===== src/sv/tgarle_pkg.sv =====
// shared types, constants and position helpers for the tga rle pixel unpacker
`default_nettype none
package tgarle_pkg;

  localparam int MAX_DIM     = 4096;
  localparam int DIM_W       = 13;
  localparam int COL_W       = 12;
  localparam int ADDR_W      = 24;
  localparam int PIX_W       = 32;
  localparam int CNT_W       = 8;
  localparam int TOTAL_W     = 25;
  localparam int BPP_W       = 3;
  localparam int MAX_BPP     = 4;
  localparam int SLOT_W      = 2;
  localparam int BYTE_W      = 8;
  localparam int IDX_W       = 3;
  localparam int CFG_DATA_W  = 13;
  localparam int QUEUE_DEPTH = 2;
  localparam int QUEUE_PTR_W = $clog2(QUEUE_DEPTH);
  localparam int QUEUE_CNT_W = QUEUE_PTR_W + 1;

  typedef logic [IDX_W-1:0] cfg_idx_t;

  localparam cfg_idx_t REG_IMAGE_WIDTH     = 3'd0;
  localparam cfg_idx_t REG_IMAGE_HEIGHT    = 3'd1;
  localparam cfg_idx_t REG_BYTES_PER_PIXEL = 3'd2;
  localparam cfg_idx_t REG_MIRROR_X        = 3'd3;
  localparam cfg_idx_t REG_MIRROR_Y        = 3'd4;
  localparam cfg_idx_t REG_RLE_ENABLED     = 3'd5;

  typedef enum logic {
    PH_HEADER,
    PH_DATA
  } phase_t;

  // effective (clamped) configuration
  typedef struct packed {
    logic [DIM_W-1:0] width;
    logic [DIM_W-1:0] height;
    logic [BPP_W-1:0] bpp;
    logic             mirror_x;
    logic             mirror_y;
    logic             rle;
  } cfg_t;

  // one pixel value and the number of positions it fills
  typedef struct packed {
    logic [PIX_W-1:0] pixel;
    logic [CNT_W-1:0] count;
  } cmd_t;

  typedef struct packed {
    logic [COL_W-1:0]  col;
    logic [ADDR_W-1:0] row_base;
    logic [DIM_W-1:0]  rows_left;
  } pos_t;

  function automatic logic [DIM_W-1:0] eff_dim(input logic [DIM_W-1:0] v);
    logic [DIM_W-1:0] r;
    if (v == '0) begin
      r = DIM_W'(1);
    end else if (v > DIM_W'(MAX_DIM)) begin
      r = DIM_W'(MAX_DIM);
    end else begin
      r = v;
    end
    return r;
  endfunction

  function automatic logic [BPP_W-1:0] eff_bpp(input logic [BPP_W-1:0] v);
    logic [BPP_W-1:0] r;
    if (v == '0) begin
      r = BPP_W'(1);
    end else if (v > BPP_W'(MAX_BPP)) begin
      r = BPP_W'(MAX_BPP);
    end else begin
      r = v;
    end
    return r;
  endfunction

  function automatic logic [ADDR_W-1:0] pos_addr(input pos_t p);
    return p.row_base + ADDR_W'(p.col);
  endfunction

  function automatic pos_t pos_next(input pos_t p, input cfg_t c);
    pos_t             n;
    logic             wrap;
    logic [DIM_W-1:0] rl_dec;
    n = p;
    if (c.mirror_x) begin
      wrap  = (p.col == '0);
      n.col = wrap ? COL_W'(c.width - DIM_W'(1)) : p.col - COL_W'(1);
    end else begin
      wrap  = (({1'b0, p.col} + DIM_W'(1)) >= c.width);
      n.col = wrap ? '0 : p.col + COL_W'(1);
    end
    rl_dec = p.rows_left - DIM_W'(1);
    if (wrap && (p.rows_left != '0)) begin
      n.rows_left = rl_dec;
      if (rl_dec != '0) begin
        n.row_base = c.mirror_y ? p.row_base - ADDR_W'(c.width)
                                : p.row_base + ADDR_W'(c.width);
      end
    end
    return n;
  endfunction

endpackage
`default_nettype wire


===== src/sv/tgarle_front.sv =====
// front end: packet header parsing, pixel byte assembly and image-end clamping
`default_nettype none
module tgarle_front (
  input  wire                     clk,
  input  wire                     rst_n,
  input  wire                     restart,
  input  tgarle_pkg::cfg_t        cfg,
  input  wire [tgarle_pkg::TOTAL_W-1:0] total_pixels,
  input  wire                     in_valid,
  output logic                    in_ready,
  input  wire [7:0]               in_data_byte,
  input  wire                     q_full,
  output logic                    q_push,
  output tgarle_pkg::cmd_t        q_cmd
);
  import tgarle_pkg::*;

  phase_t             phase_r, phase_nxt;
  logic [CNT_W-1:0]   remaining_r, remaining_nxt;
  logic               is_run_r, is_run_nxt;
  logic [SLOT_W-1:0]  slot_r, slot_nxt;
  logic [PIX_W-1:0]   accum_r, accum_nxt;
  logic [TOTAL_W-1:0] pixels_left_r, pixels_left_nxt;

  logic               take;
  logic               is_header;
  logic               pix_done;
  logic [PIX_W-1:0]   merged;
  logic [CNT_W-1:0]   run_count;
  logic [CNT_W-1:0]   push_count;

  assign in_ready  = !restart && !q_full;
  assign take      = in_valid && in_ready && (pixels_left_r != '0);
  assign is_header = cfg.rle && (phase_r == PH_HEADER);
  assign merged    = accum_r | (PIX_W'(in_data_byte) << {slot_r, 3'b000});
  assign pix_done  = !is_header && !(({1'b0, slot_r} + BPP_W'(1)) < cfg.bpp);
  assign run_count = (pixels_left_r < TOTAL_W'(remaining_r)) ?
                     pixels_left_r[CNT_W-1:0] : remaining_r;

  // next phase
  always_comb begin
    phase_nxt = phase_r;
    if (take) begin
      unique case (phase_r)
        PH_HEADER: begin
          if (cfg.rle) begin
            phase_nxt = PH_DATA;
          end
        end
        PH_DATA: begin
          if (pix_done && cfg.rle && (is_run_r || (remaining_r <= CNT_W'(1)))) begin
            phase_nxt = PH_HEADER;
          end
        end
        default: phase_nxt = PH_HEADER;
      endcase
    end
  end

  // datapath and queue outputs
  always_comb begin
    remaining_nxt   = remaining_r;
    is_run_nxt      = is_run_r;
    slot_nxt        = slot_r;
    accum_nxt       = accum_r;
    pixels_left_nxt = pixels_left_r;
    push_count      = CNT_W'(1);
    q_push          = 1'b0;
    if (cfg.rle && is_run_r) begin
      push_count = run_count;
    end
    if (take) begin
      if (is_header) begin
        remaining_nxt = CNT_W'(in_data_byte[6:0]) + CNT_W'(1);
        is_run_nxt    = in_data_byte[7];
        slot_nxt      = '0;
        accum_nxt     = '0;
      end else if (!pix_done) begin
        slot_nxt  = slot_r + SLOT_W'(1);
        accum_nxt = merged;
      end else begin
        slot_nxt        = '0;
        accum_nxt       = '0;
        q_push          = 1'b1;
        pixels_left_nxt = pixels_left_r - TOTAL_W'(push_count);
        if (cfg.rle) begin
          if (is_run_r) begin
            remaining_nxt = '0;
          end else if (remaining_r != '0) begin
            remaining_nxt = remaining_r - CNT_W'(1);
          end
        end
      end
    end
  end

  assign q_cmd.pixel = merged;
  assign q_cmd.count = push_count;

  always_ff @(posedge clk) begin
    if (!rst_n) begin
      phase_r       <= PH_HEADER;
      remaining_r   <= '0;
      is_run_r      <= 1'b0;
      slot_r        <= '0;
      accum_r       <= '0;
      pixels_left_r <= '0;
    end else if (restart) begin
      phase_r       <= PH_HEADER;
      remaining_r   <= '0;
      is_run_r      <= 1'b0;
      slot_r        <= '0;
      accum_r       <= '0;
      pixels_left_r <= total_pixels;
    end else begin
      phase_r       <= phase_nxt;
      remaining_r   <= remaining_nxt;
      is_run_r      <= is_run_nxt;
      slot_r        <= slot_nxt;
      accum_r       <= accum_nxt;
      pixels_left_r <= pixels_left_nxt;
    end
  end

  a_data_has_count: assert property (@(posedge clk) disable iff (!rst_n)
    (phase_r == PH_DATA) |-> (remaining_r != '0))
    else $error("front in data phase with no pixels left in packet");

  a_push_nonzero: assert property (@(posedge clk) disable iff (!rst_n)
    q_push |-> ((q_cmd.count != '0) && (TOTAL_W'(q_cmd.count) <= pixels_left_r)))
    else $error("front pushed a count beyond the image end");

endmodule
`default_nettype wire


===== src/sv/tgarle_fifo.sv =====
// short command queue between front and back
`default_nettype none
module tgarle_fifo (
  input  wire               clk,
  input  wire               rst_n,
  input  wire               clear,
  input  wire               push,
  input  tgarle_pkg::cmd_t  push_cmd,
  output logic              full,
  input  wire               pop,
  output logic              valid,
  output tgarle_pkg::cmd_t  head
);
  import tgarle_pkg::*;

  cmd_t                   entry_r [QUEUE_DEPTH];
  logic [QUEUE_PTR_W-1:0] wr_ptr_r;
  logic [QUEUE_PTR_W-1:0] rd_ptr_r;
  logic [QUEUE_CNT_W-1:0] count_r;
  logic                   do_push;
  logic                   do_pop;

  assign full    = (count_r == QUEUE_CNT_W'(QUEUE_DEPTH));
  assign valid   = (count_r != '0);
  assign head    = entry_r[rd_ptr_r];
  assign do_push = push && !full;
  assign do_pop  = pop && valid;

  always_ff @(posedge clk) begin
    if (!rst_n || clear) begin
      wr_ptr_r <= '0;
      rd_ptr_r <= '0;
      count_r  <= '0;
    end else begin
      if (do_push) begin
        wr_ptr_r <= wr_ptr_r + QUEUE_PTR_W'(1);
      end
      if (do_pop) begin
        rd_ptr_r <= rd_ptr_r + QUEUE_PTR_W'(1);
      end
      if (do_push && !do_pop) begin
        count_r <= count_r + QUEUE_CNT_W'(1);
      end else if (do_pop && !do_push) begin
        count_r <= count_r - QUEUE_CNT_W'(1);
      end
    end
  end

  always_ff @(posedge clk) begin
    if (do_push) begin
      entry_r[wr_ptr_r] <= push_cmd;
    end
  end

  a_no_overflow: assert property (@(posedge clk) disable iff (!rst_n)
    push |-> !full)
    else $error("command pushed into full queue");

endmodule
`default_nettype wire


===== src/sv/tgarle_back.sv =====
// back end: walks image positions and emits pixel results
`default_nettype none
module tgarle_back (
  input  wire                          clk,
  input  wire                          rst_n,
  input  wire                          restart,
  input  tgarle_pkg::cfg_t             cfg,
  input  wire [tgarle_pkg::ADDR_W-1:0] row_base_start,
  input  wire                          q_valid,
  input  tgarle_pkg::cmd_t             q_head,
  output logic                         q_pop,
  output logic                         out_valid,
  input  wire                          out_ready,
  output logic [31:0]                  out_pixel_bytes,
  output logic [23:0]                  out_first_address,
  output logic [23:0]                  out_second_address,
  output logic                         out_second_valid,
  output logic                         out_image_done,
  output logic                         out_last_of_run
);
  import tgarle_pkg::*;

  logic             cur_valid_r;
  logic [CNT_W-1:0] cur_cnt_r;
  logic [PIX_W-1:0] cur_pix_r;
  pos_t             pos_r;
  logic             out_valid_r;

  logic             step;
  logic             two;
  logic             last;
  pos_t             p1;
  pos_t             p2;
  pos_t             pos_nxt;

  assign step    = cur_valid_r && (!out_valid_r || out_ready);
  assign two     = (cur_cnt_r >= CNT_W'(2));
  assign last    = (cur_cnt_r <= CNT_W'(2));
  assign p1      = pos_next(pos_r, cfg);
  assign p2      = pos_next(p1, cfg);
  assign pos_nxt = two ? p2 : p1;
  assign q_pop   = q_valid && (!cur_valid_r || (step && last));
  assign out_valid = out_valid_r;

  always_ff @(posedge clk) begin
    if (!rst_n || restart) begin
      cur_valid_r <= 1'b0;
      out_valid_r <= 1'b0;
    end else begin
      if (q_pop) begin
        cur_valid_r <= 1'b1;
      end else if (step && last) begin
        cur_valid_r <= 1'b0;
      end
      if (step) begin
        out_valid_r <= 1'b1;
      end else if (out_ready) begin
        out_valid_r <= 1'b0;
      end
    end
  end

  always_ff @(posedge clk) begin
    if (!rst_n) begin
      pos_r.col       <= '0;
      pos_r.row_base  <= '0;
      pos_r.rows_left <= DIM_W'(1);
    end else if (restart) begin
      pos_r.col       <= cfg.mirror_x ? COL_W'(cfg.width - DIM_W'(1)) : '0;
      pos_r.row_base  <= cfg.mirror_y ? row_base_start : '0;
      pos_r.rows_left <= cfg.height;
    end else if (step) begin
      pos_r <= pos_nxt;
    end
  end

  always_ff @(posedge clk) begin
    if (q_pop) begin
      cur_cnt_r <= q_head.count;
      cur_pix_r <= q_head.pixel;
    end else if (step) begin
      cur_cnt_r <= cur_cnt_r - (two ? CNT_W'(2) : CNT_W'(1));
    end
    if (step) begin
      out_pixel_bytes    <= cur_pix_r;
      out_first_address  <= pos_addr(pos_r);
      out_second_address <= two ? pos_addr(p1) : '0;
      out_second_valid   <= two;
      out_image_done     <= (pos_nxt.rows_left == '0);
      out_last_of_run    <= last;
    end
  end

  a_cur_count: assert property (@(posedge clk) disable iff (!rst_n)
    cur_valid_r |-> (cur_cnt_r != '0))
    else $error("active command with zero count");

  a_second_zero: assert property (@(posedge clk) disable iff (!rst_n)
    (out_valid_r && !out_second_valid) |-> (out_second_address == '0))
    else $error("second address set without second pixel");

endmodule
`default_nettype wire


===== src/sv/tga_rle_pixel_unpacker_top.sv =====
// top level: configuration registers, restart control, front, queue and back
// a pixel passes the queue, the back's command registers and its output registers
// one byte per cycle while the queue has room; an n-pixel run gives ceil(n/2) results
// the back loads a new command in the cycle its previous one finishes
// reset and writes to defined registers restart the image; no byte is taken during it
`default_nettype none
module tga_rle_pixel_unpacker_top (
  input  wire         clk,
  input  wire         rst_n,
  input  wire         cfg_valid,
  output logic        cfg_ready,
  input  wire  [2:0]  cfg_index,
  input  wire  [12:0] cfg_data,
  input  wire         in_valid,
  output logic        in_ready,
  input  wire  [7:0]  in_data_byte,
  output logic        out_valid,
  input  wire         out_ready,
  output logic [31:0] out_pixel_bytes,
  output logic [23:0] out_first_address,
  output logic [23:0] out_second_address,
  output logic        out_second_valid,
  output logic        out_image_done,
  output logic        out_last_of_run
);
  import tgarle_pkg::*;

  logic [DIM_W-1:0]   width_r;
  logic [DIM_W-1:0]   height_r;
  logic [BPP_W-1:0]   bpp_r;
  logic               mirror_x_r;
  logic               mirror_y_r;
  logic               rle_r;
  logic               pending_r;
  logic               cfg_hit;
  cfg_t               cfg;
  logic [TOTAL_W-1:0] area;
  logic [ADDR_W-1:0]  last_row_prod;
  logic               q_full;
  logic               q_push;
  cmd_t               push_cmd;
  logic               q_valid;
  logic               q_pop;
  cmd_t               q_head;

  assign cfg_ready = 1'b1;
  assign cfg_hit   = cfg_valid && cfg_ready &&
                     ((cfg_index == REG_IMAGE_WIDTH) || (cfg_index == REG_IMAGE_HEIGHT) ||
                      (cfg_index == REG_BYTES_PER_PIXEL) || (cfg_index == REG_MIRROR_X) ||
                      (cfg_index == REG_MIRROR_Y) || (cfg_index == REG_RLE_ENABLED));

  always_ff @(posedge clk) begin
    if (!rst_n) begin
      width_r    <= DIM_W'(1);
      height_r   <= DIM_W'(1);
      bpp_r      <= BPP_W'(4);
      mirror_x_r <= 1'b0;
      mirror_y_r <= 1'b0;
      rle_r      <= 1'b1;
      pending_r  <= 1'b1;
    end else begin
      pending_r <= cfg_hit;
      if (cfg_valid && cfg_ready) begin
        unique case (cfg_index)
          REG_IMAGE_WIDTH:     width_r    <= cfg_data[DIM_W-1:0];
          REG_IMAGE_HEIGHT:    height_r   <= cfg_data[DIM_W-1:0];
          REG_BYTES_PER_PIXEL: bpp_r      <= cfg_data[BPP_W-1:0];
          REG_MIRROR_X:        mirror_x_r <= cfg_data[0];
          REG_MIRROR_Y:        mirror_y_r <= cfg_data[0];
          REG_RLE_ENABLED:     rle_r      <= cfg_data[0];
          default: ;
        endcase
      end
    end
  end

  assign cfg.width    = eff_dim(width_r);
  assign cfg.height   = eff_dim(height_r);
  assign cfg.bpp      = eff_bpp(bpp_r);
  assign cfg.mirror_x = mirror_x_r;
  assign cfg.mirror_y = mirror_y_r;
  assign cfg.rle      = rle_r;

  assign area          = TOTAL_W'(cfg.width) * TOTAL_W'(cfg.height);
  assign last_row_prod = ADDR_W'(cfg.height - DIM_W'(1)) * ADDR_W'(cfg.width);

  tgarle_front u_front (
    .clk          (clk),
    .rst_n        (rst_n),
    .restart      (pending_r),
    .cfg          (cfg),
    .total_pixels (area),
    .in_valid     (in_valid),
    .in_ready     (in_ready),
    .in_data_byte (in_data_byte),
    .q_full       (q_full),
    .q_push       (q_push),
    .q_cmd        (push_cmd)
  );

  tgarle_fifo u_fifo (
    .clk      (clk),
    .rst_n    (rst_n),
    .clear    (pending_r),
    .push     (q_push),
    .push_cmd (push_cmd),
    .full     (q_full),
    .pop      (q_pop),
    .valid    (q_valid),
    .head     (q_head)
  );

  tgarle_back u_back (
    .clk                (clk),
    .rst_n              (rst_n),
    .restart            (pending_r),
    .cfg                (cfg),
    .row_base_start     (last_row_prod),
    .q_valid            (q_valid),
    .q_head             (q_head),
    .q_pop              (q_pop),
    .out_valid          (out_valid),
    .out_ready          (out_ready),
    .out_pixel_bytes    (out_pixel_bytes),
    .out_first_address  (out_first_address),
    .out_second_address (out_second_address),
    .out_second_valid   (out_second_valid),
    .out_image_done     (out_image_done),
    .out_last_of_run    (out_last_of_run)
  );

endmodule
`default_nettype wire

===== config.mk =====
export PLATFORM = sky130hd
export DESIGN_NAME = tga_rle_pixel_unpacker_top
export DESIGN_NICKNAME = d
export VERILOG_FILES = /design/src/sv/tgarle_pkg.sv /design/src/sv/tgarle_front.sv /design/src/sv/tgarle_fifo.sv /design/src/sv/tgarle_back.sv /design/src/sv/tga_rle_pixel_unpacker_top.sv
export SDC_FILE = /design/constraint.sdc
export NUM_CORES = 2
export LEC_CHECK = 0
export BUFFER_PORTS_ARGS = -buffer_cell sky130_fd_sc_hd__buf_2
export CAP_MARGIN = 20
export CORE_UTILIZATION = 59
export DETAILED_ROUTE_END_ITERATION = 8
export GPL_TIMING_DRIVEN = 1
export PLACE_DENSITY_LB_ADDON = 0.1
export SKIP_CTS_REPAIR_TIMING = 1
export SLEW_MARGIN = 20
export SYNTH_ARGS = -nofsm -noshare
export SYNTH_HDL_FRONTEND = slang
export SYNTH_HIERARCHICAL = 1
export SYNTH_SLANG_ARGS = --single-unit

===== constraint.sdc =====
create_clock -name clk -period 10.2 [get_ports clk]
set_input_delay 0 -clock clk [delete_from_list [all_inputs] [get_ports clk]]
set_output_delay 0 -clock clk [all_outputs]
set_load 0.05 [all_outputs]

==> flow_summary_export.csv <==
group,metric,value,unit
sta,finalSetupTns,0,ps
cts,htree_num_levels,2,
critical_path,arrival,9120,ps
critical_path,critPathSlowestCell,"xnor2_1",
cts,insertion_delay,620,ps
cells_and_area,area_delta_synth_final,8.49,%
floorplan,dieArea,61300,µm²
sta,slew_viol_final,0,
routing,routed_wl,100,mm
critical_path,critPathTopFamily,"adder cells",
cells_and_area,design_area,38600,µm²
routing,wl_per_cell,20.4,µm
global_route,globalRouteOverflowTotal,0,
cts,cts_tree,"done",
global_route,grt_pass1_wl,158,mm
cells_and_area,stdcell_count,4907,
cts,clk_pin_slew,60,ps
global_route,grt.total_usage,33.0,%
sta,worst_pin_slew,1090,ps
routing,drt-pass1-iter-count,9,
critical_path,path_max_fanout,16,
power_and_ir_drop,powerDensity,124,nW/µm²
sta,fin_worst_hold_slack,-65.4,ps
global_route,grt_max_degree,84,
run,drv_cap,0,
outcome,outcome,"finished, violations left",
placed_design,placed_area,36900,µm²
floorplan,start_util,60.0,%
placed_design,routabilityCongestion,0.982,
outcome,failed_checks,"design-rule violations, negative hold slack",
placed_design,pre_cts_slack,1610,ps
sta,fin_skew,48.1,ps
cts,cts.sinks,361,
logic_synthesis,ys.warnings.count,6,
critical_path,cpMostUsedCell,"fa_1",
routing,drt-initial-drc-count,2655,
floorplan,ioPinCount,115,
sta,rsz0062_at_grt,"false",
floorplan,die_h,248,µm
routing,via_per_inst,6.03,
critical_path,crit_required,10720,ps
sta,fin_crit_sh,84.3,%
cells_and_area,drive_gt1_share,9.39,%
sta,hold_violations,4,
sta,fmax,0.116,GHz
logic_synthesis,yosysUniqueCellTypes,118,
power_and_ir_drop,leakagePower,0.0171,µW
cells_and_area,final_cell_mix,"469 x nand2_1, 449 x inv_1, 323 x nor2_1",
floorplan,die_x,248,µm
placed_design,place_inst,4800,
hold_path,hp-class,"in2reg",
logic_synthesis,synth_area,35600,µm²
cells_and_area,final_nets,4668,
logic_synthesis,synthCells,4029,
logic_synthesis,synthFlopType,"edfxtp_1",
sta,post-route-worst-setup-slack,1600,ps
floorplan,row_count,89,
cts,cts-root-buf,"clkbuf_16",
sta,setup_viol,0,
placed_design,port_buffers,113,
cts,cts_buffers,43,
logic_synthesis,synth_edf_count,203,
critical_path,end_kind,"flip-flop",
placed_design,place.detailed.hpwl,74.8,mm
power_and_ir_drop,ir_worst_vdd,127,µV
cts,clk_path_buf_depth,3,
critical_path,crit_buf_inv,1,
global_route,antenna_found_initial,0,
routing,ant_nets,0,
sta,min_period,8600,ps
sta,slew_headroom,27.1,%
logic_synthesis,synthArstFlopShare,0,%
routing,vias,29600,
floorplan,core-area,59400,µm²
critical_path,slowest_delay,680,ps
logic_synthesis,avgSynthCellArea,8.83,µm²
critical_path,crit_type,"reg2reg",
routing,drc,14,
cells_and_area,final_common_cell,"nand2_1",
critical_path,start_kind,"flip-flop",
logic_synthesis,ys_seq_elements,361,
logic_synthesis,ys_seq_area_share,26.0,%
global_route,grt_pass1_vias,28400,
==> stage by stage <==
step,util [%],total power [µW]
after floorplan,-,2770
after global placement,62.1,3150
after detailed placement,62.1,3150
after CTS,64.6,4770
after global routing,65.0,5020
final,65.0,4780
==> worst register-to-register path: stages, from the launching register on <==
cell and delay (ps):
dfxtp_1 410, nor2_1 90, a41oi_1 230, or2_2 410, ha_1 300, or3b_4 430, or3_1 410, xnor2_1 680
nand2_1 180, fa_1 570, fa_1 440, fa_1 500, inv_1 60, fa_1 500, fa_1 520, fa_1 490
ha_1 350, and2_1 200, a21boi_0 320, a31oi_1 170, o211ai_1 330, o2111ai_1 160, a21oi_1 190, xnor2_1 160
nand2_1 70, nand2_1 70, o311ai_0 130, a21oi_1 170
==> kinds of logic after synthesis <==
| logic type | Yosys count | share of synthesized area [%] |
|---|---|---|
| buffers and inverters | 659 | 7.15 |
| AO/OA/AOI/OAI | 782 | 14.8 |
| AND/OR/NAND/NOR | 1343 | 18.1 |
| XOR/XNOR | 241 | 6.01 |
| other | 2 | 0.0211 |
| multiplexers | 99 | 2.99 |
| adder cells (fa/ha/maj) | 542 | 25.0 |
| flip-flops | 361 | 26.0 |
==> registers in the layout (all words and copies together) (netlist names), 2 cells and up, named ones only <==
| register | flops |
|---|---|
| u_fifo/count_r | 2 |
| u_back/pos_r | 49 |
| u_back/cur_cnt_r | 8 |
| u_front/slot_r | 2 |
| u_back/cur_pix_r | 32 |
| u_back/out_second_address | 24 |
| u_front/pixels_left_r | 25 |
| u_fifo/entry_r | 80 |
| u_front/remaining_r | 8 |
| bpp_r | 3 |
| height_r | 13 |
| u_back/out_pixel_bytes | 32 |
| u_front/accum_r | 32 |
| u_back/out_first_address | 24 |
| width_r | 13 |
==> cell usage after synthesis, types with 8 or more instances <==
cell        n  area, µm²
or2_2      25        156
nor4_1     26        163
a31oi_1    35        219
nor2b_1    44        275
o21a_1     21        158
edfxtp_1  203       6100
a32o_1      8       80.1
mux2i_1    45        450
o211ai_1   17        128
and2_1     45        282
a21o_1     73        548
a31o_2     10       87.6
xnor2_1   168       1470
nand3b_1   10       75.1
buf_2      27        135
a21boi_0   33        248
and3_1     28        175
dfxtp_1   158       3160
xor2_1     71        622
nand2_1   469       1760
mux2_2     52        586
o211a_1     9       90.1
o22ai_1    12       75.1
o21bai_1   16        120
buf_1      12       45.0
nor2_1    323       1210
or3_1      32        200
nor3_1    102        510
o31ai_1    16        120
ha_1      260       3250
nand3_1    69        345
fa_1      281       5630
o311ai_0   17        149
o21ai_0   137        686
a211oi_1   21        158
a22o_1      9       78.8
a21oi_1   225       1130
nand4_1    51        319
o21ai_1    10       50.1
clkbuf_1  159        597
a22oi_1    10       75.1
nand2b_1   52        325
inv_1     449       1690
or4_1       9       67.6
==> path summary, 6_finish.rpt <==
| check | start | end | slack [ps] | depth (start not counted) |
|---|---|---|---|---|
| setup reg to reg | height_r[7] | u_back/pos_r[35] | 1600 | 27 |
| setup / recovery | height_r[7] | u_back/pos_r[35] | 1600 | 27 |
| hold reg to reg | u_back/cur_pix_r[13] | u_back/out_pixel_bytes[13] | 400 | 0 |
| hold / removal | in_valid | u_front/pixels_left_r[20] | -70 | 5 |
==> metal layers <==
metal | part of all wire, % | global-route usage (%) | up-vias
met5 | 0 | 0 | -
li1 | - | - | 13900
met2 | 46 | 53.8 | 1263
met4 | 3.4 | 10.4 | 0
met3 | 7.4 | 4.52 | 215
met1 | 43 | 45.5 | 14200
==> area by class of cell <==
type | instances | area (µm²)
multi-input combinational | 3038 | 23900
fill | 4986 | 20700
sequential | 361 | 9260
inverter | 453 | 1700
timing repair buffer | 201 | 1290
clock buffer | 63 | 1220
tap | 773 | 967
clock inverter | 17 | 264
antenna | 1 | 2.50
==> power by group <==
part | switching [µW] | internal (µW)
registers | 30.9 | 1550
clock network | 672 | 946
logic | 974 | 608
No activity file was read; power rests on OpenSTA's default activity.
